--- src/mce_pkg.sv ---
// ----------------------------------------------------------------------------
// mce_pkg: shared types and constants for the Matern covariance evaluator
// Holds the sequencer states, register indexes, kernel codes and the
// fixed-point constants of the kernel arithmetic.
// ----------------------------------------------------------------------------
package mce_pkg;

  // Configuration register indexes
  localparam logic [1:0] REG_KERNEL_KIND   = 2'd0;
  localparam logic [1:0] REG_INV_LENGTH    = 2'd1;
  localparam logic [1:0] REG_SIGNAL_VAR    = 2'd2;

  // Kernel selector codes
  localparam logic [1:0] KIND_HALF         = 2'd0;
  localparam logic [1:0] KIND_THREE_HALVES = 2'd1;
  localparam logic [1:0] KIND_FIVE_HALVES  = 2'd2;

  // Fixed-point constants
  localparam logic [31:0] SQRT3_Q16       = 32'd113512;
  localparam logic [31:0] SQRT5_Q16       = 32'd146543;
  localparam logic [31:0] FIVE_THIRDS_Q16 = 32'd109227;
  localparam logic [31:0] LOG2E_Q30       = 32'd1549082005;
  localparam logic [31:0] LN2_Q30         = 32'd744261118;
  localparam logic [63:0] RND_Q16         = 64'h8000;
  localparam logic [63:0] RND_Q30         = 64'h2000_0000;
  localparam logic [31:0] ONE_Q30         = 32'h4000_0000;
  localparam int unsigned TAYLOR_LAST     = 13;

  // Sequencer states
  typedef enum logic [4:0] {
    ST_IDLE,
    ST_SQ,
    ST_ACC,
    ST_SQRT,
    ST_TMUL,
    ST_TCHK,
    ST_T2MUL,
    ST_T2RND,
    ST_FTMUL,
    ST_FTRND,
    ST_XMUL,
    ST_XRND,
    ST_YMUL,
    ST_YRND,
    ST_ZMUL,
    ST_ZRND,
    ST_TMMUL,
    ST_TMRND,
    ST_DMUL,
    ST_TACC,
    ST_SHIFT,
    ST_KMUL,
    ST_KRND,
    ST_OMUL,
    ST_ORND,
    ST_OUT
  } state_t;

endpackage

--- src/matern_covariance_eval_unit.sv ---
// ----------------------------------------------------------------------------
// matern_covariance_eval_unit: Matern covariance of a point pair
// Accumulates squared coordinate differences and, on the last coordinate,
// evaluates the selected Matern kernel scaled by the signal variance.
// ----------------------------------------------------------------------------
// One coordinate item is taken at a time. A coordinate that is not marked last
// is squared on the shared multiplier, then added with saturation. The last
// coordinate runs a bit-pair square root, a handful of multiply and round
// steps on the one 32x32 multiplier, and a Taylor series for the exponential
// with terms up to index 13, the division by the term index done as a
// multiply by its reciprocal. A far point pair or the unused selector skips
// the evaluation, and an exponential that underflows skips the series.
// A result sits in an output register, so the block may stall only in its
// final step while a previous result has not been taken.
module matern_covariance_eval_unit (
  input  logic               clk,
  input  logic               rst,
  // configuration
  input  logic               cfg_write,
  input  logic [1:0]         cfg_index,
  input  logic [23:0]        cfg_data,
  // input channel
  input  logic               in_valid,
  output logic               in_stall,
  input  logic signed [15:0] coord_a,
  input  logic signed [15:0] coord_b,
  input  logic               last_coord,
  // output channel
  output logic               out_valid,
  input  logic               out_stall,
  output logic [23:0]        kernel_value
);

  mce_pkg::state_t state, state_next;

  logic [1:0]  kernel_kind;
  logic [23:0] inv_length_scale;
  logic [23:0] var_scale;

  logic [40:0] distance_sum;
  logic [15:0] dabs;
  logic        last_q;
  logic [49:0] src;
  logic [26:0] rem;
  logic [24:0] root;
  logic [4:0]  cnt;
  logic [21:0] t;
  logic [27:0] t2;
  logic [28:0] ft;
  logic [23:0] x;
  logic [29:0] p;
  logic [4:0]  n;
  logic [29:0] g;
  logic [29:0] z;
  logic [30:0] term;
  logic [30:0] num;
  logic [3:0]  k_idx;
  logic [31:0] tsum;
  logic [30:0] e;
  logic [30:0] kv;
  logic [23:0] res;
  logic [63:0] prod;

  logic [31:0] mul_a, mul_b;
  logic [63:0] prod_r16, prod_r30;
  logic        in_accept, out_load;

  // Reciprocal of the term index: extra shift beyond 31 and multiplier, so
  // that (num * m) >> (31 + shift) is the exact quotient of any 31-bit num
  function automatic logic [34:0] recip_entry(input logic [3:0] k);
    logic [34:0] ent;
    unique case (k)
      4'd1:    ent = {3'd0, 32'd2147483648};
      4'd2:    ent = {3'd1, 32'd2147483648};
      4'd3:    ent = {3'd2, 32'd2863311531};
      4'd4:    ent = {3'd2, 32'd2147483648};
      4'd5:    ent = {3'd3, 32'd3435973837};
      4'd6:    ent = {3'd3, 32'd2863311531};
      4'd7:    ent = {3'd3, 32'd2454267027};
      4'd8:    ent = {3'd3, 32'd2147483648};
      4'd9:    ent = {3'd4, 32'd3817748708};
      4'd10:   ent = {3'd4, 32'd3435973837};
      4'd11:   ent = {3'd4, 32'd3123612579};
      4'd12:   ent = {3'd4, 32'd2863311531};
      4'd13:   ent = {3'd4, 32'd2643056798};
      default: ent = '0;
    endcase
    return ent;
  endfunction

  // Input side difference
  logic signed [16:0] diff;
  assign diff = {coord_a[15], coord_a} - {coord_b[15], coord_b};

  assign in_accept = in_valid && !in_stall;
  assign out_load  = (state == mce_pkg::ST_OUT) && (!out_valid || !out_stall);
  assign prod_r16  = prod + mce_pkg::RND_Q16;
  assign prod_r30  = prod + mce_pkg::RND_Q30;

  // Reciprocal of the current term index
  logic [34:0] recip;
  assign recip = recip_entry(k_idx);

  // Configuration registers
  always_ff @(posedge clk) begin
    if (rst) begin
      kernel_kind      <= mce_pkg::KIND_HALF;
      inv_length_scale <= 24'd65536;
      var_scale        <= 24'd65536;
    end else if (cfg_write) begin
      unique case (cfg_index)
        mce_pkg::REG_KERNEL_KIND: kernel_kind      <= cfg_data[1:0];
        mce_pkg::REG_INV_LENGTH:  inv_length_scale <= cfg_data;
        mce_pkg::REG_SIGNAL_VAR:  var_scale        <= cfg_data;
        default: ;
      endcase
    end
  end

  // Select operands of the shared multiplier
  always_comb begin
    mul_a = '0;
    mul_b = '0;
    unique case (state)
      mce_pkg::ST_SQ: begin
        mul_a = 32'(dabs);
        mul_b = 32'(dabs);
      end
      mce_pkg::ST_TMUL: begin
        mul_a = 32'(root);
        mul_b = 32'(inv_length_scale);
      end
      mce_pkg::ST_T2MUL: begin
        mul_a = 32'(t);
        mul_b = 32'(t);
      end
      mce_pkg::ST_FTMUL: begin
        mul_a = 32'(t2);
        mul_b = mce_pkg::FIVE_THIRDS_Q16;
      end
      mce_pkg::ST_XMUL: begin
        mul_a = 32'(t);
        mul_b = (kernel_kind == mce_pkg::KIND_FIVE_HALVES) ?
                mce_pkg::SQRT5_Q16 : mce_pkg::SQRT3_Q16;
      end
      mce_pkg::ST_YMUL: begin
        mul_a = 32'(x);
        mul_b = mce_pkg::LOG2E_Q30;
      end
      mce_pkg::ST_ZMUL: begin
        mul_a = 32'(g);
        mul_b = mce_pkg::LN2_Q30;
      end
      mce_pkg::ST_TMMUL: begin
        mul_a = 32'(term);
        mul_b = 32'(z);
      end
      mce_pkg::ST_DMUL: begin
        mul_a = 32'(num);
        mul_b = recip[31:0];
      end
      mce_pkg::ST_KMUL: begin
        mul_a = 32'(p);
        mul_b = 32'(e);
      end
      mce_pkg::ST_OMUL: begin
        mul_a = 32'(kv);
        mul_b = 32'(var_scale);
      end
      default: ;
    endcase
  end

  // Register the product
  always_ff @(posedge clk) begin
    prod <= {32'd0, mul_a} * {32'd0, mul_b};
  end

  // Next state and handshake
  always_comb begin
    state_next = state;
    in_stall   = (state != mce_pkg::ST_IDLE);
    unique case (state)
      mce_pkg::ST_IDLE:  if (in_valid) begin
        state_next = mce_pkg::ST_SQ;
      end
      mce_pkg::ST_SQ:    state_next = mce_pkg::ST_ACC;
      mce_pkg::ST_ACC:   state_next = last_q ? mce_pkg::ST_SQRT : mce_pkg::ST_IDLE;
      mce_pkg::ST_SQRT:  if (cnt == 5'd0) begin
        state_next = mce_pkg::ST_TMUL;
      end
      mce_pkg::ST_TMUL:  state_next = mce_pkg::ST_TCHK;
      mce_pkg::ST_TCHK: begin
        if (kernel_kind > mce_pkg::KIND_FIVE_HALVES || (|prod_r16[63:38])) begin
          state_next = mce_pkg::ST_OUT;
        end else begin
          unique case (kernel_kind)
            mce_pkg::KIND_HALF:         state_next = mce_pkg::ST_YMUL;
            mce_pkg::KIND_THREE_HALVES: state_next = mce_pkg::ST_XMUL;
            default:                    state_next = mce_pkg::ST_T2MUL;
          endcase
        end
      end
      mce_pkg::ST_T2MUL: state_next = mce_pkg::ST_T2RND;
      mce_pkg::ST_T2RND: state_next = mce_pkg::ST_FTMUL;
      mce_pkg::ST_FTMUL: state_next = mce_pkg::ST_FTRND;
      mce_pkg::ST_FTRND: state_next = mce_pkg::ST_XMUL;
      mce_pkg::ST_XMUL:  state_next = mce_pkg::ST_XRND;
      mce_pkg::ST_XRND:  state_next = mce_pkg::ST_YMUL;
      mce_pkg::ST_YMUL:  state_next = mce_pkg::ST_YRND;
      mce_pkg::ST_YRND: begin
        if ((|prod_r16[63:51]) || (prod_r16[50:46] == 5'd31)) begin
          state_next = mce_pkg::ST_KMUL;
        end else begin
          state_next = mce_pkg::ST_ZMUL;
        end
      end
      mce_pkg::ST_ZMUL:  state_next = mce_pkg::ST_ZRND;
      mce_pkg::ST_ZRND:  state_next = mce_pkg::ST_TMMUL;
      mce_pkg::ST_TMMUL: state_next = mce_pkg::ST_TMRND;
      mce_pkg::ST_TMRND: state_next = mce_pkg::ST_DMUL;
      mce_pkg::ST_DMUL:  state_next = mce_pkg::ST_TACC;
      mce_pkg::ST_TACC: begin
        state_next = (k_idx == 4'(mce_pkg::TAYLOR_LAST)) ?
                     mce_pkg::ST_SHIFT : mce_pkg::ST_TMMUL;
      end
      mce_pkg::ST_SHIFT: state_next = mce_pkg::ST_KMUL;
      mce_pkg::ST_KMUL:  state_next = mce_pkg::ST_KRND;
      mce_pkg::ST_KRND:  state_next = mce_pkg::ST_OMUL;
      mce_pkg::ST_OMUL:  state_next = mce_pkg::ST_ORND;
      mce_pkg::ST_ORND:  state_next = mce_pkg::ST_OUT;
      mce_pkg::ST_OUT:   if (out_load) begin
        state_next = mce_pkg::ST_IDLE;
      end
      default:           state_next = mce_pkg::ST_IDLE;
    endcase
  end

  // State register
  always_ff @(posedge clk) begin
    if (rst) begin
      state <= mce_pkg::ST_IDLE;
    end else begin
      state <= state_next;
    end
  end

  // Accumulator: clear after the last coordinate of a pair
  logic [41:0] acc_sum;
  assign acc_sum = {1'b0, distance_sum} + {10'd0, prod[31:0]};

  always_ff @(posedge clk) begin
    if (rst) begin
      distance_sum <= '0;
    end else if (state == mce_pkg::ST_ACC) begin
      if (last_q) begin
        distance_sum <= '0;
      end else begin
        distance_sum <= acc_sum[41] ? '1 : acc_sum[40:0];
      end
    end
  end

  // Square root step: bring down two bits, try to subtract
  logic [28:0] sq_rem, sq_trial;
  assign sq_rem   = {rem, src[49:48]};
  assign sq_trial = {2'b00, root, 2'b01};

  // Quotient of the Taylor term: scale back the reciprocal product
  logic [63:0] quot_full;
  logic [30:0] quot;
  assign quot_full = prod >> (6'd31 + {3'd0, recip[34:32]});
  assign quot      = quot_full[30:0];

  // Taylor term after rounding, plus half the divisor
  logic [30:0] term_num;
  assign term_num = prod_r30[60:30] + 31'(k_idx >> 1);

  // Final scaling by 2^-n with rounding
  logic [31:0] shift_rnd, shift_val;
  assign shift_rnd = (n == 5'd0) ? 32'd0 : (32'd1 << (n - 5'd1));
  assign shift_val = (tsum + shift_rnd) >> n;

  // Datapath registers
  always_ff @(posedge clk) begin
    unique case (state)
      mce_pkg::ST_IDLE: begin
        dabs   <= diff[16] ? 16'(-diff) : diff[15:0];
        last_q <= last_coord;
      end
      mce_pkg::ST_ACC: begin
        src  <= {1'b0, (acc_sum[41] ? {41{1'b1}} : acc_sum[40:0]), 8'd0};
        rem  <= '0;
        root <= '0;
        cnt  <= 5'd24;
      end
      mce_pkg::ST_SQRT: begin
        if (sq_rem >= sq_trial) begin
          rem  <= 27'(sq_rem - sq_trial);
          root <= {root[23:0], 1'b1};
        end else begin
          rem  <= sq_rem[26:0];
          root <= {root[23:0], 1'b0};
        end
        src <= {src[47:0], 2'b00};
        cnt <= cnt - 5'd1;
      end
      mce_pkg::ST_TCHK: begin
        t   <= prod_r16[37:16];
        x   <= prod_r16[37:16];
        p   <= 30'd65536;
        res <= '0;
      end
      mce_pkg::ST_T2RND: t2 <= prod_r16[43:16];
      mce_pkg::ST_FTRND: ft <= prod_r16[44:16];
      mce_pkg::ST_XRND: begin
        x <= prod_r16[39:16];
        p <= 30'd65536 + 30'(prod_r16[39:16]) +
             ((kernel_kind == mce_pkg::KIND_FIVE_HALVES) ? 30'(ft) : 30'd0);
      end
      mce_pkg::ST_YRND: begin
        n <= prod_r16[50:46];
        g <= prod_r16[45:16];
        e <= '0;
      end
      mce_pkg::ST_ZRND: begin
        z     <= prod_r30[59:30];
        term  <= 31'(mce_pkg::ONE_Q30);
        tsum  <= mce_pkg::ONE_Q30;
        k_idx <= 4'd1;
      end
      mce_pkg::ST_TMRND: num <= term_num;
      mce_pkg::ST_TACC: begin
        term  <= quot;
        tsum  <= k_idx[0] ? (tsum - 32'(quot)) : (tsum + 32'(quot));
        k_idx <= k_idx + 4'd1;
      end
      mce_pkg::ST_SHIFT: e <= shift_val[30:0];
      mce_pkg::ST_KRND: begin
        kv <= (prod_r16[63:16] > 48'(mce_pkg::ONE_Q30)) ?
              31'(mce_pkg::ONE_Q30) : prod_r16[46:16];
      end
      mce_pkg::ST_ORND: begin
        res <= (|prod_r30[63:54]) ? 24'hFF_FFFF : prod_r30[53:30];
      end
      default: ;
    endcase
  end

  // Output register: hold the item until taken
  always_ff @(posedge clk) begin
    if (rst) begin
      out_valid <= 1'b0;
    end else if (out_load) begin
      out_valid <= 1'b1;
    end else if (!out_stall) begin
      out_valid <= 1'b0;
    end
  end

  always_ff @(posedge clk) begin
    if (out_load) begin
      kernel_value <= res;
    end
  end

  // Checks
  a_sum_clears: assert property (@(posedge clk) disable iff (rst)
    (state == mce_pkg::ST_ACC && last_q) |=> (distance_sum == '0))
    else $error("distance sum not cleared after last coordinate");

  a_rose_from_out: assert property (@(posedge clk) disable iff (rst)
    $rose(out_valid) |-> ($past(state) == mce_pkg::ST_OUT))
    else $error("result raised outside the output step");

  a_taylor_range: assert property (@(posedge clk) disable iff (rst)
    (state == mce_pkg::ST_DMUL) |-> (k_idx != 4'd0 &&
      k_idx <= 4'(mce_pkg::TAYLOR_LAST)))
    else $error("Taylor divisor out of range");

endmodule
--- config.mk ---
export PLATFORM = sky130hd
export DESIGN_NAME = matern_covariance_eval_unit
export DESIGN_NICKNAME = d
export VERILOG_FILES = /design/src/mce_pkg.sv /design/src/matern_covariance_eval_unit.sv
export SDC_FILE = /design/constraint.sdc
export NUM_CORES = 2
export LEC_CHECK = 0
export BUFFER_PORTS_ARGS = -buffer_cell sky130_fd_sc_hd__buf_2
export CAP_MARGIN = 20
export CORE_MARGIN = 2
export CORE_UTILIZATION = 35
export CTS_CLUSTER_DIAMETER = 120
export DETAILED_ROUTE_END_ITERATION = 10
export PLACE_DENSITY = 0.56
export SLEW_MARGIN = 20
export SYNTH_ARGS = -nofsm -noshare
export SYNTH_HDL_FRONTEND = slang
export SYNTH_SLANG_ARGS = --single-unit
--- constraint.sdc ---
create_clock -name clk -period 14.06 [get_ports clk]
set_input_delay 2.109 -clock clk [delete_from_list [all_inputs] [get_ports clk]]
set_output_delay 2.109 -clock clk [all_outputs]
set_load 0.05 [all_outputs]
==> results.md <==
- Cell Count, Final, Fillers Out: approximately 11000
- Setup ws final: 1950 ps
- Die Span Y: approximately 460 um
- Initial antenna violation count: 12
- Worst slew margin: 0.177
- Detail Route Antenna Nets: 0
- Clock root buffer: clkbuf_16
- CTS tree: built
- Mapped cell area: a little over 70000 um^2
- Post-synthesis mux area share: 0.0245
- Vias per cell: about 5.6
- Setup Viol. Count Final: 0
- CP Capture Type: register
- H-Tree Depth: 3
- WS Path Type: register to register
- Commonest non-fill, non-tap cells in the layout: inv_1, nand2_1, nor2_1
- Fin. Hold Viols: 0
- Wirelength, routed: 271000 um
- GR peak layer: met2
- Avg Cell Area, Syn: about 9.2 um^2
- First-pass GRT wire length: roughly 400000 um
- Worst path bufs/invs: 7
- Gate Count Post-Synth: 7867
- RR Startpoint: state[2]$_SDFFE_PP0P_
- Commonest non-fill, non-tap cell in the layout: inv_1
- Placed Cells: approximately 10000
- Clk sinks: 707
- Worst skew pair latency: roughly 720 ps
- Total track usage: 0.256
- Fin nets: around 9200
- Final Util: 0.385
- Post-CTS setup buffer count: 0
- Post-synth EDFFs: 522
- Worst Path Required: 14680 ps
- Vias: ~59000
- Most frequent CP cell: fa_1
- TritonCTS buffer count: 81
- Crit path max-delay family: adder cells
- First DRT Iteration DRCs: slightly below 6000
- XOR/XNOR Fraction of Synth Area: 0.0407
- M2 GR Usage: 0.394
- Wirelength per Cell: 25.6 um
- CTS Hold Bufs: 0
- Post-route minimum period: approximately 12000 ps
- Fraction of the mapped netlist area in simple logic gates: 0.158
- Die area: about 210000 um^2
- Synth warnings: 0
- Final Skew: a little over 80 ps
- Fin Setup TNS: 0 ps
- Synth Area in Compound Gates: 0.113
- DRC viols: 0
- R2R Path End: prod[62]$_DFF_P_
- Core Rows: about 170
- Worst setup path end: prod[62]$_DFF_P_
- Die X: 460 um
- P&R area growth vs syn: 9.66%
- CP Launch Point: state[2]$_SDFFE_PP0P_
- Top_reg_cell synth: edfxtp_1
- Arrival @ worst endpoint: 12730 ps
- Slew @ Worst Pin: ~1200 ps
- Critical path depth: 32
- R2R setup slack: between 1500 and 2000 ps
- Worst VDD drop: roughly 0.08 mV
- Initial Utilization: 0.351
- Power Density: approximately 79 nW/um^2
- Synth Register Bits: between 700 and 800
- Core Area: 207000 um^2
- Fin. max-slew vios: 0
- Total grt overflow: 0
- Fin crit share: 0.861
- Setup Slack @ Placement: roughly 2100 ps
- Startpoint Class: register
- Slowest stage delay, CP: around 800 ps
- Met1 Track Usage GR: 0.340
- Final HPWL DP: around 210000 um
- CP max FO: 27
- Highest Clock Rate: approximately 83 MHz
- Synth Net Count: about 9000
- RSZ-0062 raised after global routing: no
- Bufs on Longest Clock Path: 3
- Slowest cell on crit path: a2111o_1
- Total power: around 6.3 mW
- DRT Pass-1 Iters: 9
- Max Cap Violations: 0
- I/O pin count: 90
- Async set or reset register ratio after synthesis: 0
- Register area share after synthesis: 0.267
- Met3 usage: 0.0542
- Status: completed
- Post-synth cell types: 97
- RePlAce Congestion: about 1
- Adder-cell share of the synthesized area: 0.320
- Largest net degree at the start of global routing: 66
- FF-to-FF path depth: 32
- CTS resizes: 0
- # port buffers: 89
- Share of cells above drive strength 1: 0.0718
- Reg clk slew, reported paths: ~70 ps
- Leakage: 34.7 nW
- Hold Path Class: register to register
- Combinational family with the most area after synthesis: adder cells
- Vias in the first global route: between 50000 and 60000
[synth_stat cells (134+ instances only)]
cell / instances / share of area
inv_1: 1067 / 0.055
nand2_1: 1016 / 0.052
nor2_1: 954 / 0.049
fa_1: 873 / 0.24
edfxtp_1: 522 / 0.22
ha_1: 464 / 0.080
a21oi_1: 364 / 0.025
clkbuf_1: 353 / 0.018
xnor2_1: 191 / 0.023
dfxtp_1: 185 / 0.051
o21ai_0: 167 / 0.011
xor2_1: 147 / 0.018
a21o_1: 134 / 0.014
[layer usage]
metal  vias to the layer above  part of all wire
met5                         -                 0
li1                      25900                 -
met2                      2645              0.44
met3                       575             0.088
met4                         0             0.059
met1                     29700              0.41
[worst min path at each step]
stage | startpoint | endpoint | slack (ps) | depth (start not counted)
after floorplan | res[0]$_SDFFCE_PN0P_ | kernel_value[0]$_DFFE_PP_ | 400 | 0
after global placement | res[18]$_SDFFCE_PN0P_ | kernel_value[18]$_DFFE_PP_ | 410 | 0
after detailed placement | res[7]$_SDFFCE_PN0P_ | kernel_value[7]$_DFFE_PP_ | 400 | 0
after CTS | res[7]$_SDFFCE_PN0P_ | kernel_value[7]$_DFFE_PP_ | 420 | 0
after global routing | res[7]$_SDFFCE_PN0P_ | kernel_value[7]$_DFFE_PP_ | 430 | 0
final | res[7]$_SDFFCE_PN0P_ | kernel_value[7]$_DFFE_PP_ | 420 | 0
[through the flow]
| stage | hold slack [ps] | area (um^2) |
|---|---|---|
| 4_1_cts | 418 | 79700 |
| 6_report | 416 | 79700 |
| 5_1_grt | 426 | 79700 |
| 2_1_floorplan | 400 | 72700 |
| 3_5_place_dp | 405 | 76800 |
| 3_3_place_gp | 408 | 76700 |
[power breakdown]
part	internal [mW]	switching [mW]	total, mW
sequential	2.37	0.127	2.49
combinational	0.498	1.06	1.56
clock	1.31	0.978	2.29
[sequential cells by signal (all words and copies together) (netlist names), 16 cells and up]
name / cells
prod: 64
src: 42
distance_sum: 41
tsum: 32
e: 31
kv: 31
num: 31
term: 31
g: 30
p: 30
z: 30
ft: 29
t2: 28
rem: 27
root: 25
inv_length_scale: 24
kernel_value: 24
recip: 24
res: 24
var_scale: 24
x: 24
t: 22
dabs: 16
[worst register-to-register path: cells and delay by family (launching register included)]
family                   cells  cell delay [ps]
AND/OR/NAND/NOR              9             3080
XOR/XNOR                     1              160
adder cells (fa/ha/maj)      9             4590
buffers and inverters        7              930
flip-flops                   1              670
AO/OA/AOI/OAI                6             2580
[cell families after synthesis]
group,count (synthesis)
multiplexers,136
XOR/XNOR,338
flip-flops,707
adder cells (fa/ha/maj),1337
AO/OA/AOI/OAI,1236
buffers and inverters,1482
AND/OR/NAND/NOR,2631
[final cells by class]
class / instances / area [um^2]
clock buffer: 99 / 2240
timing repair buffer: 270 / 1880
sequential: 707 / 19400
fill: 20700 / 127000
multi-input combinational: 5678 / 48200
inverter: 1071 / 4020
antenna: 2 / 5.00
clock inverter: 53 / 621
tap: 2704 / 3380
Power figures use the tool's default switching activity.
